--- src/design/dtn_pkg.sv ---
// Shared types and constants for the detection threshold and suppression block.
package dtn_pkg;

  localparam int DTN_MAX_KEPT = 32;
  localparam int CFG_IW       = 3;
  localparam int CFG_DW       = 16;
  localparam int QUOT_W       = 15;

  localparam logic signed [15:0] ONE_Q14 = 16'sd16384;

  // register indexes on the configuration port
  localparam logic [CFG_IW-1:0] CFG_SCORE_THRESHOLD = 3'd0;
  localparam logic [CFG_IW-1:0] CFG_FRAME_WIDTH     = 3'd1;
  localparam logic [CFG_IW-1:0] CFG_FRAME_HEIGHT    = 3'd2;
  localparam logic [CFG_IW-1:0] CFG_REGION_X        = 3'd3;
  localparam logic [CFG_IW-1:0] CFG_REGION_Y        = 3'd4;
  localparam logic [CFG_IW-1:0] CFG_REGION_WIDTH    = 3'd5;
  localparam logic [CFG_IW-1:0] CFG_REGION_HEIGHT   = 3'd6;

  localparam logic [15:0] SCORE_THRESHOLD_RST = 16'd45875;

  typedef struct packed {
    logic               kind;
    logic signed [15:0] raw_top;
    logic signed [15:0] raw_left;
    logic signed [15:0] raw_bottom;
    logic signed [15:0] raw_right;
    logic        [15:0] score;
    logic        [7:0]  class_id;
  } det_t;

  typedef struct packed {
    logic signed [15:0] out_top;
    logic signed [15:0] out_left;
    logic signed [15:0] out_bottom;
    logic signed [15:0] out_right;
    logic        [15:0] out_score;
    logic        [7:0]  out_class;
    logic               entry_valid;
    logic               overflow;
    logic               last;
  } res_t;

  typedef struct packed {
    logic signed [15:0] top;
    logic signed [15:0] left;
    logic signed [15:0] bottom;
    logic signed [15:0] right;
    logic        [15:0] score;
    logic        [7:0]  cls;
  } entry_t;

  typedef struct packed {
    logic shift;
    logic load;
  } cell_ctl_t;

endpackage

--- src/design/dtn_cell.sv ---
// One slot of the kept-box chain: takes its neighbor's entry or a loaded entry.
module dtn_cell (
  input  logic               clk,
  input  dtn_pkg::cell_ctl_t ctl,
  input  dtn_pkg::entry_t    nbr,
  input  dtn_pkg::entry_t    load_data,
  output dtn_pkg::entry_t    q
);
  import dtn_pkg::*;

  entry_t slot;

  always_ff @(posedge clk) begin
    priority if (ctl.load) begin
      slot <= load_data;
    end else if (ctl.shift) begin
      slot <= nbr;
    end
  end

  assign q = slot;

endmodule

--- config.mk ---
export PLATFORM = sky130hd
export DESIGN_NAME = dtn_cell
export DESIGN_NICKNAME = d
export VERILOG_FILES = /design/src/design/dtn_pkg.sv /design/src/design/dtn_cell.sv
export SDC_FILE = /design/constraint.sdc
export NUM_CORES = 1
export LEC_CHECK = 0
export BUFFER_PORTS_ARGS = -buffer_cell sky130_fd_sc_hd__buf_2
export CAP_MARGIN = 20
export CELL_PAD_IN_SITES_DETAIL_PLACEMENT = 0
export CELL_PAD_IN_SITES_GLOBAL_PLACEMENT = 1
export CORE_ASPECT_RATIO = 1.2
export CORE_MARGIN = 8
export CORE_UTILIZATION = 34
export DETAILED_ROUTE_END_ITERATION = 10
export PLACE_DENSITY_LB_ADDON = 0.3
export SYNTH_ARGS = -nofsm -noshare
export SYNTH_HDL_FRONTEND = slang
export SYNTH_SLANG_ARGS = --single-unit
--- constraint.sdc ---
create_clock -name clk -period 6.5 [get_ports clk]
set_clock_uncertainty 0.2 [all_clocks]
set_input_delay 1.3 -clock clk [delete_from_list [all_inputs] [get_ports clk]]
set_output_delay 1.3 -clock clk [all_outputs]
set_load 0.1 [all_outputs]
==> results.md <==
- Global routing finished with a remaining overflow of 0.
- In the final routing, the length of wire on met1 measures 3990 µm.
- The overall track demand over capacity in global routing is 15.0%.
- The worst IR drop on VDD is 131 µV.
- The mean routed wirelength per cell is 18.7 µm.
- Counting stages on the worst path, the most repeated cell is sky130_fd_sc_hd__buf_4.
- The number of buffers on the longest clock path is 2.
- Before antenna repair, the detailed router went through 4 iterations.
- The largest single stage delay on the critical path is 0.64 ns.
- The path category of the worst min-delay check is in2reg.
- The fraction of layout instances using a drive strength above 1 is 80.5%.
- The detailed-route wire length is 11,100 µm.
- The vias per cell is 4.47.
- The final setup violation count is 0.
- The sum of met3 wire segment lengths after detailed routing is 1070 µm.
- Counting I/O delays and the setup requirement, the final critical path takes 2.93 ns.
- The die area is 14,600 µm².
- The slack of the critical path is 3.57 ns.
- The Yosys step of the flow raised 0 warnings.
- STA puts the critical path data required time at 6.38 ns.
- The kind of critical path is in2reg.
- The register with the most flip-flops in the layout has 88 of them.
- Summing all placed instances gives a cell area of 5180 µm².
- The final-layout setup total negative slack is 0 ns.
- The cell count after synthesis is 187.
- The flow ran to the end, and the final reports show no timing, DRC or antenna violations.
- The uppermost layer routed is met4.
- Derived from the worst setup path, the maximum achievable clock frequency is 342 MHz.
- The cell sitting at the root of the clock tree is a sky130_fd_sc_hd__clkbuf_16.
- Sequential elements use 70.6% of the synthesized area.
- The die outline height is 131 µm.
- A synthesized cell averages 20.0 µm².
- The clock tree from TritonCTS is yes.
- The post-synth net total is 366.
- The via count is 2,653.
- The post-route fraction of the period consumed by the critical path is 45.0%.
- Counting the buffers created by CTS gives 9.
- The filler-free cell count of the finished design is 594.
- The first-pass GRT wire length is 16,500 µm.
- The worst setup path is launched from a primary input.
- In the routed design, unresolved DRC markers number 0.
- Summed over all nets, wire length on met2 after detailed routing comes to 5800 µm.
- The critical path capture point type is a flip-flop.
- The placed instance count is 576.
- The analysis attributes to cell leakage a power of 2.49 nW.
- The number of global-route vias before repair was 2,939.
- The die span in x is 112 µm.
- In this run the worst path has a maximum fanout of 51.
- The critical path goes through buf_4 -> buf_4 -> mux2_2.
- Headroom to the max-slew limit came out at 55.8%.
- After synthesis the netlist holds a flip-flop and latch count of 88.
- After filler insertion, the fill cell instance count of the layout stands at 957.
- After routing the design area is 5520 µm².
- The netlist area before placement is 3740 µm².
- Hold is met by 1.06 ns.
- The total number of clock tree sinks is 88.
- The net count of the finished layout is 635.
- After synthesis, the netlist uses 6 different library cells.
- The total I/O pin count is 267.
- The starting density of the core is 34.4%.
- Relative to the synthesized area, the layout overhead comes to 47.4%.
- The count of buffers added on input and output ports is 266.
- The violation count after the first detailed-routing iteration is 108.
- The total count of hold-check failures in the final report came to 0.
- The register clock-pin slew on the reported worst setup and hold paths is 0.06 ns.
- The slowest stage of the critical path is the sky130_fd_sc_hd__buf_4 cell.
- Data on the critical path arrives at its endpoint at 2.81 ns.
- For the pin with the worst max-slew slack, the measured transition is 0.663 ns.
- The number of max-cap violations is 0.
- The hold buffer count at cts is 0.
- Setup repair after global routing left no endpoint under its margin.
- After floorplanning, the core was sized to cover 10,900 µm².
- In this run the remaining antenna-violating nets after routing total 0.
- The final max-slew violation count is 0.
- The post-CTS setup-driven buffer insertion count is 0.
- The minimum setup slack after placement is 3.05 ns.
- The power density relative to cell area is 344 nW/µm².
- The congestion estimate from routability-driven global placement came to 0.753.
- The post-cts gate resize count is 0.
- The H-tree was split into 3 levels.
- Entering global routing, the biggest net connects 89 pins.
- The floorplan has 42 rows.
- The initial antenna violation count was 1.
## Yosys cell counts (all sizes together)
cell type  count  area share (%)
buf           10             1.8
edfxtp        88              71
mux2          88              27
or2            1            0.17
## cell type report
type,instances,area [µm²],area share (%)
diodes,1,2.50,0.0454
clock buffers,10,229,4.15
clock inverters,6,83.8,1.52
multi-input cells,89,1030,18.7
flip-flops and latches,88,2640,47.9
well taps,132,165,2.99
repair buffers,268,1360,24.7
## critical path: cells and delay by family
kind | cells | cell delay, ns
mux | 1 | 0.42
buf+inv | 2 | 1.06
## through the flow
stage	power, W	util [%]
after floorplan	0.00125	-
after global placement	0.00137	47.6
after detailed placement	0.00137	47.6
after CTS	0.00192	50.5
after global routing	0.00196	50.7
final	0.00190	50.7
## cell usage in the layout (no fill, tap or decap)
| cell type | synthesis | routed |
|---|---|---|
| sky130_fd_sc_hd__clkbuf_16 | 0 | 9 |
| sky130_fd_sc_hd__bufinv_16 | 0 | 2 |
| sky130_fd_sc_hd__clkbuf_1 | 0 | 1 |
| sky130_fd_sc_hd__buf_12 | 0 | 1 |
| sky130_fd_sc_hd__mux2_2 | 79 | 79 |
| sky130_fd_sc_hd__buf_4 | 0 | 2 |
| sky130_fd_sc_hd__or2_4 | 0 | 1 |
| sky130_fd_sc_hd__buf_2 | 7 | 265 |
| sky130_fd_sc_hd__diode_2 | 0 | 1 |
| sky130_fd_sc_hd__mux2_4 | 9 | 9 |
| sky130_fd_sc_hd__clkinvlp_4 | 0 | 2 |
| sky130_fd_sc_hd__clkinv_1 | 0 | 1 |
| sky130_fd_sc_hd__clkinv_2 | 0 | 1 |
| sky130_fd_sc_hd__edfxtp_1 | 88 | 88 |
## layer usage
layer	vias to the layer above	track usage (%)
met5	-	0
met4	0	7.33
met3	13	6.30
met2	145	25.9
met1	1222	15.7
li1	1273	-
## worst paths after layout
| kind | cells past startpoint | start | endpoint | slack (ns) |
|---|---|---|---|---|
| worst min-delay path | 2 | nbr[4] | q[4] | 1.06 |
| worst max-delay path | 3 | ctl[0] | q[6] | 3.57 |
## report_power, final
group | switching [W] | total, W | internal, W
logic | 0.000529 | 0.000648 | 0.000119
registers | 0.0000140 | 0.000711 | 0.000697
clock network | 0.000207 | 0.000542 | 0.000335
total | 0.000750 | 0.00190 | 0.00115
## kinds of logic (layout without fill, tap and decap cells)
family        Yosys count  in the layout  synth area share, %
other cells             0              1                    0
mux                    88             88                 27.4
buf+inv                10            284                 1.84
flops                  88             88                 70.6
simple gates            1              1                0.167
Power figures use the tool's default switching activity.
