$ cat config.mk
export PLATFORM = sky130hd
export DESIGN_NAME = dtn_iou
export DESIGN_NICKNAME = d
export VERILOG_FILES = /design/src/design/dtn_pkg.sv /design/src/design/dtn_iou.sv
export SDC_FILE = /design/constraint.sdc
export NUM_CORES = 2
export LEC_CHECK = 0
export ABC_AREA = 1
export BUFFER_PORTS_ARGS = -buffer_cell sky130_fd_sc_hd__clkbuf_2
export CAP_MARGIN = 10
export CELL_PAD_IN_SITES_DETAIL_PLACEMENT = 0
export CELL_PAD_IN_SITES_GLOBAL_PLACEMENT = 2
export CORE_ASPECT_RATIO = 1.2
export CORE_UTILIZATION = 25
export CTS_CLUSTER_SIZE = 12
export DETAILED_ROUTE_END_ITERATION = 10
export PLACE_DENSITY = 0.61
export SYNTH_ARGS = -nofsm -noshare
export SYNTH_HDL_FRONTEND = slang
export SYNTH_SLANG_ARGS = --single-unit
$ cat constraint.sdc
create_clock -name clk -period 15 [get_ports clk]
set_input_delay 3 -clock clk [delete_from_list [all_inputs] [get_ports clk]]
set_output_delay 3 -clock clk [all_outputs]
set_load 0.005 [all_outputs]
$ cat src/design/dtn_pkg.sv
// Shared types and constants for the detection threshold and suppression block.
package dtn_pkg;

  localparam int DTN_MAX_KEPT = 32;
  localparam int CFG_IW       = 3;
  localparam int CFG_DW       = 16;
  localparam int QUOT_W       = 15;

  localparam logic signed [15:0] ONE_Q14 = 16'sd16384;

  // register indexes on the configuration port
  localparam logic [CFG_IW-1:0] CFG_SCORE_THRESHOLD = 3'd0;
  localparam logic [CFG_IW-1:0] CFG_FRAME_WIDTH     = 3'd1;
  localparam logic [CFG_IW-1:0] CFG_FRAME_HEIGHT    = 3'd2;
  localparam logic [CFG_IW-1:0] CFG_REGION_X        = 3'd3;
  localparam logic [CFG_IW-1:0] CFG_REGION_Y        = 3'd4;
  localparam logic [CFG_IW-1:0] CFG_REGION_WIDTH    = 3'd5;
  localparam logic [CFG_IW-1:0] CFG_REGION_HEIGHT   = 3'd6;

  localparam logic [15:0] SCORE_THRESHOLD_RST = 16'd45875;

  typedef struct packed {
    logic               kind;
    logic signed [15:0] raw_top;
    logic signed [15:0] raw_left;
    logic signed [15:0] raw_bottom;
    logic signed [15:0] raw_right;
    logic        [15:0] score;
    logic        [7:0]  class_id;
  } det_t;

  typedef struct packed {
    logic signed [15:0] out_top;
    logic signed [15:0] out_left;
    logic signed [15:0] out_bottom;
    logic signed [15:0] out_right;
    logic        [15:0] out_score;
    logic        [7:0]  out_class;
    logic               entry_valid;
    logic               overflow;
    logic               last;
  } res_t;

  typedef struct packed {
    logic signed [15:0] top;
    logic signed [15:0] left;
    logic signed [15:0] bottom;
    logic signed [15:0] right;
    logic        [15:0] score;
    logic        [7:0]  cls;
  } entry_t;

  typedef struct packed {
    logic shift;
    logic load;
  } cell_ctl_t;

endpackage

$ cat src/design/dtn_iou.sv
// Overlap test between the new box and the head entry: registered products, then compare.
module dtn_iou (
  input  logic            clk,
  input  dtn_pkg::entry_t a,
  input  dtn_pkg::entry_t b,
  output logic            hit
);
  import dtn_pkg::*;

  logic signed [15:0] mn_r, mx_l, mn_b, mx_t;
  logic signed [16:0] w, h, wa, ha, wb, hb;
  logic               pos;
  logic signed [33:0] inter, area_a, area_b;
  logic signed [35:0] uni, twice;

  always_comb begin
    mn_r = (a.right < b.right) ? a.right : b.right;
    mx_l = (a.left > b.left) ? a.left : b.left;
    mn_b = (a.bottom < b.bottom) ? a.bottom : b.bottom;
    mx_t = (a.top > b.top) ? a.top : b.top;
    w  = 17'(mn_r) - 17'(mx_l);
    h  = 17'(mn_b) - 17'(mx_t);
    wa = 17'(a.right) - 17'(a.left);
    ha = 17'(a.bottom) - 17'(a.top);
    wb = 17'(b.right) - 17'(b.left);
    hb = 17'(b.bottom) - 17'(b.top);
  end

  always_ff @(posedge clk) begin
    pos    <= (w > 17'sd0) && (h > 17'sd0) && (a.cls == b.cls);
    inter  <= w * h;
    area_a <= wa * ha;
    area_b <= wb * hb;
  end

  always_comb begin
    uni   = 36'(area_a) + 36'(area_b) - 36'(inter);
    twice = 36'(inter) <<< 1;
    hit   = pos && !uni[35] && (twice > uni);
  end

endmodule

==> flow_summary.json <==
{
  "cts_buffer_depth": 2,
  "n_fill_cell": 20200,
  "slew_viol_final": 0,
  "slowest_stage": "fa_1",
  "period_minus_slack_ns": 12.97,
  "avgSynthCellArea_um2": 7.84,
  "grt_setup_unrepaired": "false",
  "holdBufCountCts": 0,
  "clockRootBuffer": "clkbuf_16",
  "crit_arrival_ns": 13.25,
  "path_class": "in -> reg",
  "synth_top_area_cell": "fa_1",
  "worstSetupStartpointType": "input port",
  "fmax_ghz": 0.0771,
  "async_reset_ff_frac": 0,
  "synth_seq_cells": 103,
  "netlist.area_leader.share": 0.405,
  "gp_congestion": 0.878,
  "wl_met3_um": 7650,
  "synth_area_leaders": "fa_1 40%, ha_1 13%, inv_1 12%",
  "cts-htree-levels": 3,
  "slew_headroom": 0.257,
  "met1_length_um": 77400,
  "finalHoldViolCount": 0,
  "cts_tree": "yes",
  "start_util": 0.251,
  "num_vias": 37500,
  "setup_violations": 0,
  "period_share": 0.865,
  "core-area_um2": 183000,
  "wl_per_cell_um": 21.2,
  "synth_warnings": 0,
  "mostFrequentLayoutCells": "1440 x inv_1, 1161 x nand2_1, 929 x fa_1, 543 x nor2_1, 483 x ha_1",
  "tightest_slew_ns": 1.11,
  "tns_ns": 0,
  "syn-num-nets": 7452,
  "nets": 7563,
  "hold_class": "in -> reg",
  "numCtsBuffers": 9,
  "die_h_um": 472,
  "grt_util_all_layers": 0.195,
  "maxCapViolCount": 0,
  "vias_per_cell": 4.46,
  "synth_edf_count": 0,
  "synth_top_flop_cell": "dfxtp_1",
  "drive_above_1_share": 0.0507,
  "io_pins": 178,
  "cp_max_fo": 34,
  "critPathMaxStageDelay_ns": 0.94,
  "wl_met2_um": 88000,
  "status": "finished clean",
  "drtPass1Iterations": 5,
  "antenna_found_initial": 14,
  "rows": 172,
  "yosysSeqAreaShare": 0.0449,
  "synth_cell_type_count": 58,
  "crit_required_ns": 15.28,
  "drt_drc_violations_left": 0,
  "area_growth_pct": 8.76,
  "drt-initial-drc-count": 1974,
  "whs_path_depth": 4,
  "dieArea_um2": 185000,
  "io_buffers": 145,
  "post_cts_buffers": 0,
  "ctsResizeCount": 0,
  "cts_sinks": 103,
  "clk_pin_slew_ns": 0.07,
  "endpoint": "inter[33]",
  "grt_pass1_vias": 41100,
  "mostFrequentLayoutCell": "inv_1",
  "worstSetupEndpointType": "flip-flop",
  "syn_inst": 5863,
  "overflow": 0,
  "wl_um": 178000,
  "die_w_um": 393,
  "startpoint": "a[31]",
  "hpwl_um": 160000,
  "antenna_left": 0,
  "top_layer_used": "met5",
  "grt_max_degree": 35,
  "crit_top_cell": "nand2_1",
  "syn_area_um2": 45900,
  "grt_pass1_wl_um": 268000
}
[stage by stage]
| step | std cells | hold WS, ns | instance area, um^2 | setup WS, ns | util |
|---|---|---|---|---|---|
| final | 8419 | 3.31 | 50000 | 2.03 | 0.273 |
| after floorplan | 5863 | 3.36 | 45900 | 4.01 | - |
| after global placement | 8399 | 3.66 | 49700 | 1.60 | 0.272 |
| after global routing | 8415 | 3.35 | 50000 | 1.23 | 0.273 |
| after detailed placement | 8399 | 3.65 | 49700 | 1.64 | 0.272 |
| after CTS | 8415 | 3.31 | 50000 | 2.02 | 0.273 |
[synth_stat cells (16+ instances only)]
master    number
inv_1       1440
nand2_1     1161
fa_1         929
nor2_1       543
ha_1         483
a21oi_1      274
nand3_1      161
o21ai_0      142
xor2_1       109
dfxtp_1      103
xnor2_1       73
clkbuf_1      47
nand4_1       38
nor3_1        38
o21bai_1      31
a21o_1        28
buf_2         28
clkinv_1      18
inv_2         16
[worst min-delay path by stage]
| stage | end | slack (ns) | startpoint |
|---|---|---|---|
| 3_3_place_gp | hit | 3.66 | pos |
| 3_5_place_dp | hit | 3.65 | pos |
| 4_1_cts | area_b[0] | 3.31 | b[56] |
| 2_1_floorplan | hit | 3.36 | pos |
| 6_report | area_b[0] | 3.31 | b[56] |
| 5_1_grt | area_b[0] | 3.35 | b[56] |
[metal layers]
| metal | vias to the layer above | GRT usage |
|---|---|---|
| li1 | 17800 | - |
| met5 | - | 0 |
| met1 | 18900 | 0.253 |
| met2 | 737 | 0.347 |
| met4 | 4 | 0.0499 |
| met3 | 125 | 0.0155 |
[state kept, by name (all words and copies together), names as in the netlist]
name and count:
area_b 34, inter 34, area_a 34, pos 1
[worst max-delay path: cells and delay by family]
family / cells / cell delay (ns)
AO/OA/AOI/OAI: 7 / 1.49
AND/OR/NAND/NOR: 13 / 2.56
buffers and inverters: 6 / 0.89
XOR/XNOR: 1 / 0.17
adder cells (fa/ha/maj): 10 / 5.11
[cell families (layout without fill, tap and decap cells)]
group,after synthesis,in the layout,synth area share
DFF,103,103,0.0449
adders and majority gates,1412,1412,0.536
AOI/OAI and AO/OA,577,577,0.0722
and+or+nand+nor,2010,2010,0.176
buffers and inverters,1567,1683,0.131
other,0,4,0
xor gates and xnor gates,194,194,0.0394
[cell type report]
| type | count | area (um^2) | area share |
|---|---|---|---|
| Inverter | 1474 | 5530 | 0.111 |
| Antenna cell | 4 | 10.0 | 0.000200 |
| Clock buffer | 11 | 233 | 0.00466 |
| Sequential cell | 103 | 2060 | 0.0413 |
| Multi-Input combinational cell | 4193 | 38000 | 0.760 |
| Timing Repair Buffer | 193 | 1090 | 0.0217 |
| Tap cell | 2436 | 3050 | 0.0610 |
| Clock inverter | 5 | 43.8 | 0.000876 |
Power is left out: the tool's default activity adds up to more than one toggle a clock period on the data nets, which glitch-free logic cannot reach.
