==> config.mk <==
export PLATFORM = sky130hd
export DESIGN_NAME = dtn_div
export DESIGN_NICKNAME = d
export VERILOG_FILES = /design/src/design/dtn_pkg.sv /design/src/design/dtn_div.sv
export SDC_FILE = /design/constraint.sdc
export NUM_CORES = 1
export LEC_CHECK = 0
export BUFFER_PORTS_ARGS = -buffer_cell sky130_fd_sc_hd__buf_2
export CORE_MARGIN = 2
export CORE_UTILIZATION = 58
export CTS_BUF_LIST = sky130_fd_sc_hd__clkbuf_16
export DETAILED_ROUTE_END_ITERATION = 7
export PLACE_DENSITY = 0.79
export RECOVER_POWER = 25
export SYNTH_ARGS = -nofsm -noshare
export SYNTH_HDL_FRONTEND = slang
export SYNTH_SLANG_ARGS = --single-unit
==> constraint.sdc <==
create_clock -name clk -period 5.6 [get_ports clk]
set_clock_uncertainty 0.2 [all_clocks]
set_input_delay 0.28 -clock clk [delete_from_list [all_inputs] [get_ports clk]]
set_output_delay 0.28 -clock clk [all_outputs]
set_load 0.01 [all_outputs]
==> src/design/dtn_pkg.sv <==
// Shared types and constants for the detection threshold and suppression block.
package dtn_pkg;

  localparam int DTN_MAX_KEPT = 32;
  localparam int CFG_IW       = 3;
  localparam int CFG_DW       = 16;
  localparam int QUOT_W       = 15;

  localparam logic signed [15:0] ONE_Q14 = 16'sd16384;

  // register indexes on the configuration port
  localparam logic [CFG_IW-1:0] CFG_SCORE_THRESHOLD = 3'd0;
  localparam logic [CFG_IW-1:0] CFG_FRAME_WIDTH     = 3'd1;
  localparam logic [CFG_IW-1:0] CFG_FRAME_HEIGHT    = 3'd2;
  localparam logic [CFG_IW-1:0] CFG_REGION_X        = 3'd3;
  localparam logic [CFG_IW-1:0] CFG_REGION_Y        = 3'd4;
  localparam logic [CFG_IW-1:0] CFG_REGION_WIDTH    = 3'd5;
  localparam logic [CFG_IW-1:0] CFG_REGION_HEIGHT   = 3'd6;

  localparam logic [15:0] SCORE_THRESHOLD_RST = 16'd45875;

  typedef struct packed {
    logic               kind;
    logic signed [15:0] raw_top;
    logic signed [15:0] raw_left;
    logic signed [15:0] raw_bottom;
    logic signed [15:0] raw_right;
    logic        [15:0] score;
    logic        [7:0]  class_id;
  } det_t;

  typedef struct packed {
    logic signed [15:0] out_top;
    logic signed [15:0] out_left;
    logic signed [15:0] out_bottom;
    logic signed [15:0] out_right;
    logic        [15:0] out_score;
    logic        [7:0]  out_class;
    logic               entry_valid;
    logic               overflow;
    logic               last;
  } res_t;

  typedef struct packed {
    logic signed [15:0] top;
    logic signed [15:0] left;
    logic signed [15:0] bottom;
    logic signed [15:0] right;
    logic        [15:0] score;
    logic        [7:0]  cls;
  } entry_t;

  typedef struct packed {
    logic shift;
    logic load;
  } cell_ctl_t;

endpackage

==> src/design/dtn_div.sv <==
// Coordinate mapper: scale, offset and divide one coordinate, saturating to Q1.14.
module dtn_div (
  input  logic               clk,
  input  logic               rst,
  input  logic               start,
  input  logic signed [15:0] raw,
  input  logic        [13:0] fdim,
  input  logic        [12:0] off,
  input  logic        [13:0] rdim,
  output logic               busy,
  output logic signed [15:0] q
);
  import dtn_pkg::*;

  typedef enum logic [1:0] {D_IDLE, D_ABS, D_RUN} dphase_t;

  dphase_t            ph;
  logic signed [30:0] num;
  logic        [13:0] d;
  logic               neg;
  logic        [13:0] rem;
  logic [QUOT_W-1:0]  low;
  logic [3:0]         cnt;

  logic [29:0]        mag;
  logic [14:0]        trial;
  logic               qbit;
  logic [QUOT_W-1:0]  qq;

  always_comb begin
    mag   = 30'(num[30] ? -num : num);
    trial = {rem, low[QUOT_W-1]} - {1'b0, d};
    qbit  = ({rem, low[QUOT_W-1]} >= {1'b0, d});
    qq    = {low[QUOT_W-2:0], qbit};
  end

  always_ff @(posedge clk) begin
    if (rst) begin
      ph <= D_IDLE;
    end else begin
      unique case (ph)
        D_IDLE: begin
          if (start) begin
            num <= 31'(raw) * $signed({1'b0, fdim}) - $signed({3'b0, off, 14'b0});
            d   <= (rdim == 14'd0) ? 14'd1 : rdim;
            ph  <= D_ABS;
          end
        end
        D_ABS: begin
          neg <= num[30];
          rem <= mag[28:15];
          low <= mag[14:0];
          cnt <= '0;
          if (mag >= 30'({d, 15'b0})) begin
            q  <= num[30] ? -16'sd32768 : 16'sd32767;
            ph <= D_IDLE;
          end else begin
            ph <= D_RUN;
          end
        end
        D_RUN: begin
          rem <= qbit ? trial[13:0] : {rem[12:0], low[QUOT_W-1]};
          low <= qq;
          cnt <= cnt + 4'd1;
          if (cnt == 4'(QUOT_W - 1)) begin
            q  <= neg ? -$signed({1'b0, qq}) : $signed({1'b0, qq});
            ph <= D_IDLE;
          end
        end
        default: ph <= D_IDLE;
      endcase
    end
  end

  assign busy = (ph != D_IDLE);

endmodule

==> results.yml <==
cts:
  cts_buffer_depth: 2
  clock_sinks: 97
  tritoncts: "yes"
  insertion_delay_ns: 0.35
  path_clk_slew_ns: 0.06
  numCtsBuffers: 9
  htreeDepth: 3
  root_buffer: "clkbuf_16"
final_layout:
  drive_gt1_share_pct: 17.16
  layout.nets: 2139
  antenna_cells: 0
  syn_to_final_growth_pct: 17.56
global_routing:
  overflow: 0
  grt_start_max_net_pins: 58
  grt_pass1_wl_um: 56310
  grt_pass1_vias: 11900
  antenna_found_initial: 0
  grt_use_total_pct: 26.36
sta:
  max_freq_ghz: 0.1759
  period_share_pct: 101.5
  setup_viol: 6
  max_slew.worst_pin.slew_ns: 1.832
  rsz0062_at_grt: "true"
  fin_ws_ns: -0.08665
  relSlewSlack_pct: -22.17
  hold_viol: 0
  setup-tns-final_ns: -0.3426
  maxSlewViolCount: 34
  fin_crit_ns: 5.687
placement:
  place_hpwl_um: 28030
  pre_cts_ws_ns: -0.4690
  place.gp.congestion: 0.9319
  portBuffers: 76
worst_setup_path:
  reg2reg_from: "num[11]$_DFFE_PP_"
  path_max_fanout: 5
  path_cells: "buf_12, buf_4, and2_1, fa_1, inv_1, fa_2, fa_2, inv_1, fa_1, fa_1, inv_1, fa_1, inv_2, ha_4, buf_4, a21o_1, o41ai_2, a41oi_2, nor3_2, o41ai_2, a21oi_1, xnor2_1"
  worstSetupEndpointType: "flop"
  rrSetupSlack_ns: 0.32
  worstSetupPathType: "in -> reg"
  required_ns: 5.50
  path_delay_family: "adder cells"
  start_kind: "input port"
  cp_data_arrival_time_ns: 5.59
  cpPeakStageDelay_ns: 0.52
  cp_common_cell: "fa_1"
  cpMaxStageDelayCell: "fa_2"
  crit_buf_inv: 7
  startpoint: "fdim[5]"
detailed_routing:
  viasPerCell: 5.490
  avgRoutedWirePerCell_um: 16.58
  wirelength_um: 34170
  first_iter_violations: 663
  drcViolationCount: 0
  dr.max_layer_used: "met4"
  first_pass_iters: 5
  ant_nets: 0
  vias: 11320
  drt-met1-wl_um: 13880
  wl_met3_um: 1699
  dr_wl_met2_um: 17750
run:
  cap_violations: 1
logic_synthesis:
  ys_seq_area_share_pct: 19.53
  dominantRegCellSynth: "edfxtp_1"
  ys_types: 59
  synthCells: 1551
  synth_nets: 1964
  yosysWarnings: 0
  syn_avg_cell_area_um2: 9.552
  async_reset_ff_share_pct: 0
  synth_seq_cells: 97
  syn-cell-area_mm2: 0.01482
  synth_edf_count: 95
die:
  fp.dieArea_mm2: 0.02684
  design.core.area_mm2: 0.02511
  ioPinCount: 77
  floorplan.initialDensity_pct: 59.00
  die_height_um: 163.8
  die_x_um: 163.8
  rows: 58
hold_path:
  min_path_type: "in -> reg"
  holdCritStartpoint: "rdim[0]"
status:
  violations: "capacitance limit, slew limit, setup timing"
  status: "complete, but fails checks"
[placed cells by master (no fill, tap or decap), types with 5 or more instances in the layout]
cell type | synthesis | final
and2_4 | 0 | 18
a21oi_1 | 60 | 52
nor2b_1 | 16 | 16
a21o_1 | 11 | 11
or3_1 | 10 | 10
xor2_1 | 31 | 31
dlygate4sd3_1 | 0 | 14
clkbuf_1 | 57 | 27
clkbuf_16 | 0 | 10
nor2_1 | 48 | 48
buf_4 | 0 | 126
inv_1 | 316 | 307
o21a_1 | 5 | 5
fa_1 | 250 | 237
o21ai_0 | 47 | 40
xnor2_1 | 53 | 53
nand2_2 | 0 | 5
o31ai_1 | 9 | 9
o41ai_1 | 11 | 9
ha_1 | 103 | 88
buf_2 | 0 | 29
a21oi_2 | 0 | 7
nand3_1 | 15 | 14
o21ai_1 | 1 | 5
a31oi_1 | 16 | 14
edfxtp_1 | 95 | 95
ha_4 | 0 | 15
nand4_1 | 5 | 5
and2_1 | 112 | 91
nand2_1 | 187 | 182
nor4_1 | 6 | 5
nor3_1 | 15 | 11
inv_2 | 0 | 8
fa_2 | 0 | 13
clkbuf_4 | 0 | 8
buf_6 | 0 | 13
[metrics by stage]
step | area, µm² | hold slack, ns | util, % | cells
finish | 17420 | 0.02234 | 69.36 | 2061
global route | 17420 | 0.04141 | 69.36 | 2061
CTS | 17070 | 0.02545 | 67.96 | 2051
detailed placement | 16600 | 0.2750 | 66.12 | 2021
global placement | 16600 | 0.2738 | 66.12 | 2021
floorplan | 15190 | 0.1528 | - | 1551
[registers in the layout, indices dropped and copies added (netlist names)]
name	cells
num	31
neg	1
d	14
cnt	4
rem	14
low	15
ph	2
q	16
[metal layers]
| metal | vias to the layer above | GRT usage, % |
|---|---|---|
| li1 | 5242 | - |
| met1 | 5656 | 33.40 |
| met5 | - | 0 |
| met4 | 0 | 8.014 |
| met2 | 347 | 47.65 |
| met3 | 70 | 2.854 |
[cell type report]
class | count | area, µm²
well taps | 330 | 412.9
repair buffers | 224 | 1674
flip-flops and latches | 97 | 2893
clock buffers | 9 | 225.2
clock inverters | 7 | 60.06
multi-input cells | 1078 | 10960
inverters | 316 | 1189
fillers | 1822 | 7692
[synth_stat cells (5+ instances only)]
| library cell | instances | share of area (%) |
|---|---|---|
| o21a_1 | 5 | 0.25 |
| or3_1 | 10 | 0.42 |
| nand2b_1 | 5 | 0.21 |
| ha_1 | 103 | 8.7 |
| nand4_1 | 5 | 0.21 |
| o31ai_1 | 9 | 0.46 |
| a31oi_1 | 16 | 0.68 |
| nand2_1 | 187 | 4.7 |
| nor2_1 | 48 | 1.2 |
| xnor2_1 | 53 | 3.1 |
| inv_1 | 316 | 8.0 |
| clkbuf_1 | 57 | 1.4 |
| and3_1 | 5 | 0.21 |
| a21oi_1 | 60 | 2.0 |
| o41ai_1 | 11 | 0.65 |
| xor2_1 | 31 | 1.8 |
| nor4_1 | 6 | 0.25 |
| a21o_1 | 11 | 0.56 |
| nor3_1 | 15 | 0.51 |
| o21ai_0 | 47 | 1.6 |
| nor2b_1 | 16 | 0.68 |
| and2_1 | 112 | 4.7 |
| edfxtp_1 | 95 | 19 |
| nand3_1 | 15 | 0.51 |
| fa_1 | 250 | 34 |
[cells by family (layout without fill, tap and decap cells)]
logic type	count (synthesis)	after routing	share of synthesized area [%]
muxes	8	8	0.5743
xor gates and xnor gates	84	84	4.966
and+or+nand+nor	436	436	14.38
DFF	97	97	19.53
adders and majority gates	353	353	42.48
buffers and inverters	376	556	9.594
AOI/OAI and AO/OA	197	197	8.479
[path summary, 6_finish.rpt]
| kind | to | cells past startpoint |
|---|---|---|
| max reg2reg | q[11]$_DFFE_PP_ | 15 |
| min | d[0]$_SDFFCE_PN1P_ | 2 |
| max | num[27]$_DFFE_PP_ | 22 |
| min reg2reg | ph[0]$_SDFFE_PP0P_ | 2 |
[repair_timing]
item | 4_1_cts | 5_1_grt
cloned | 0 | 1
gates resized for setup | 15 | 87
setup buffers | 0 | 10
pin swaps | 9 | 53
hold buffers | 14 | 0
setup endpoints to repair | 4 | 29
hold endpoints to repair | 14 | 0
Power is not shown: default switching activity piles up to over one toggle a cycle in this logic, so the estimate is an artifact.
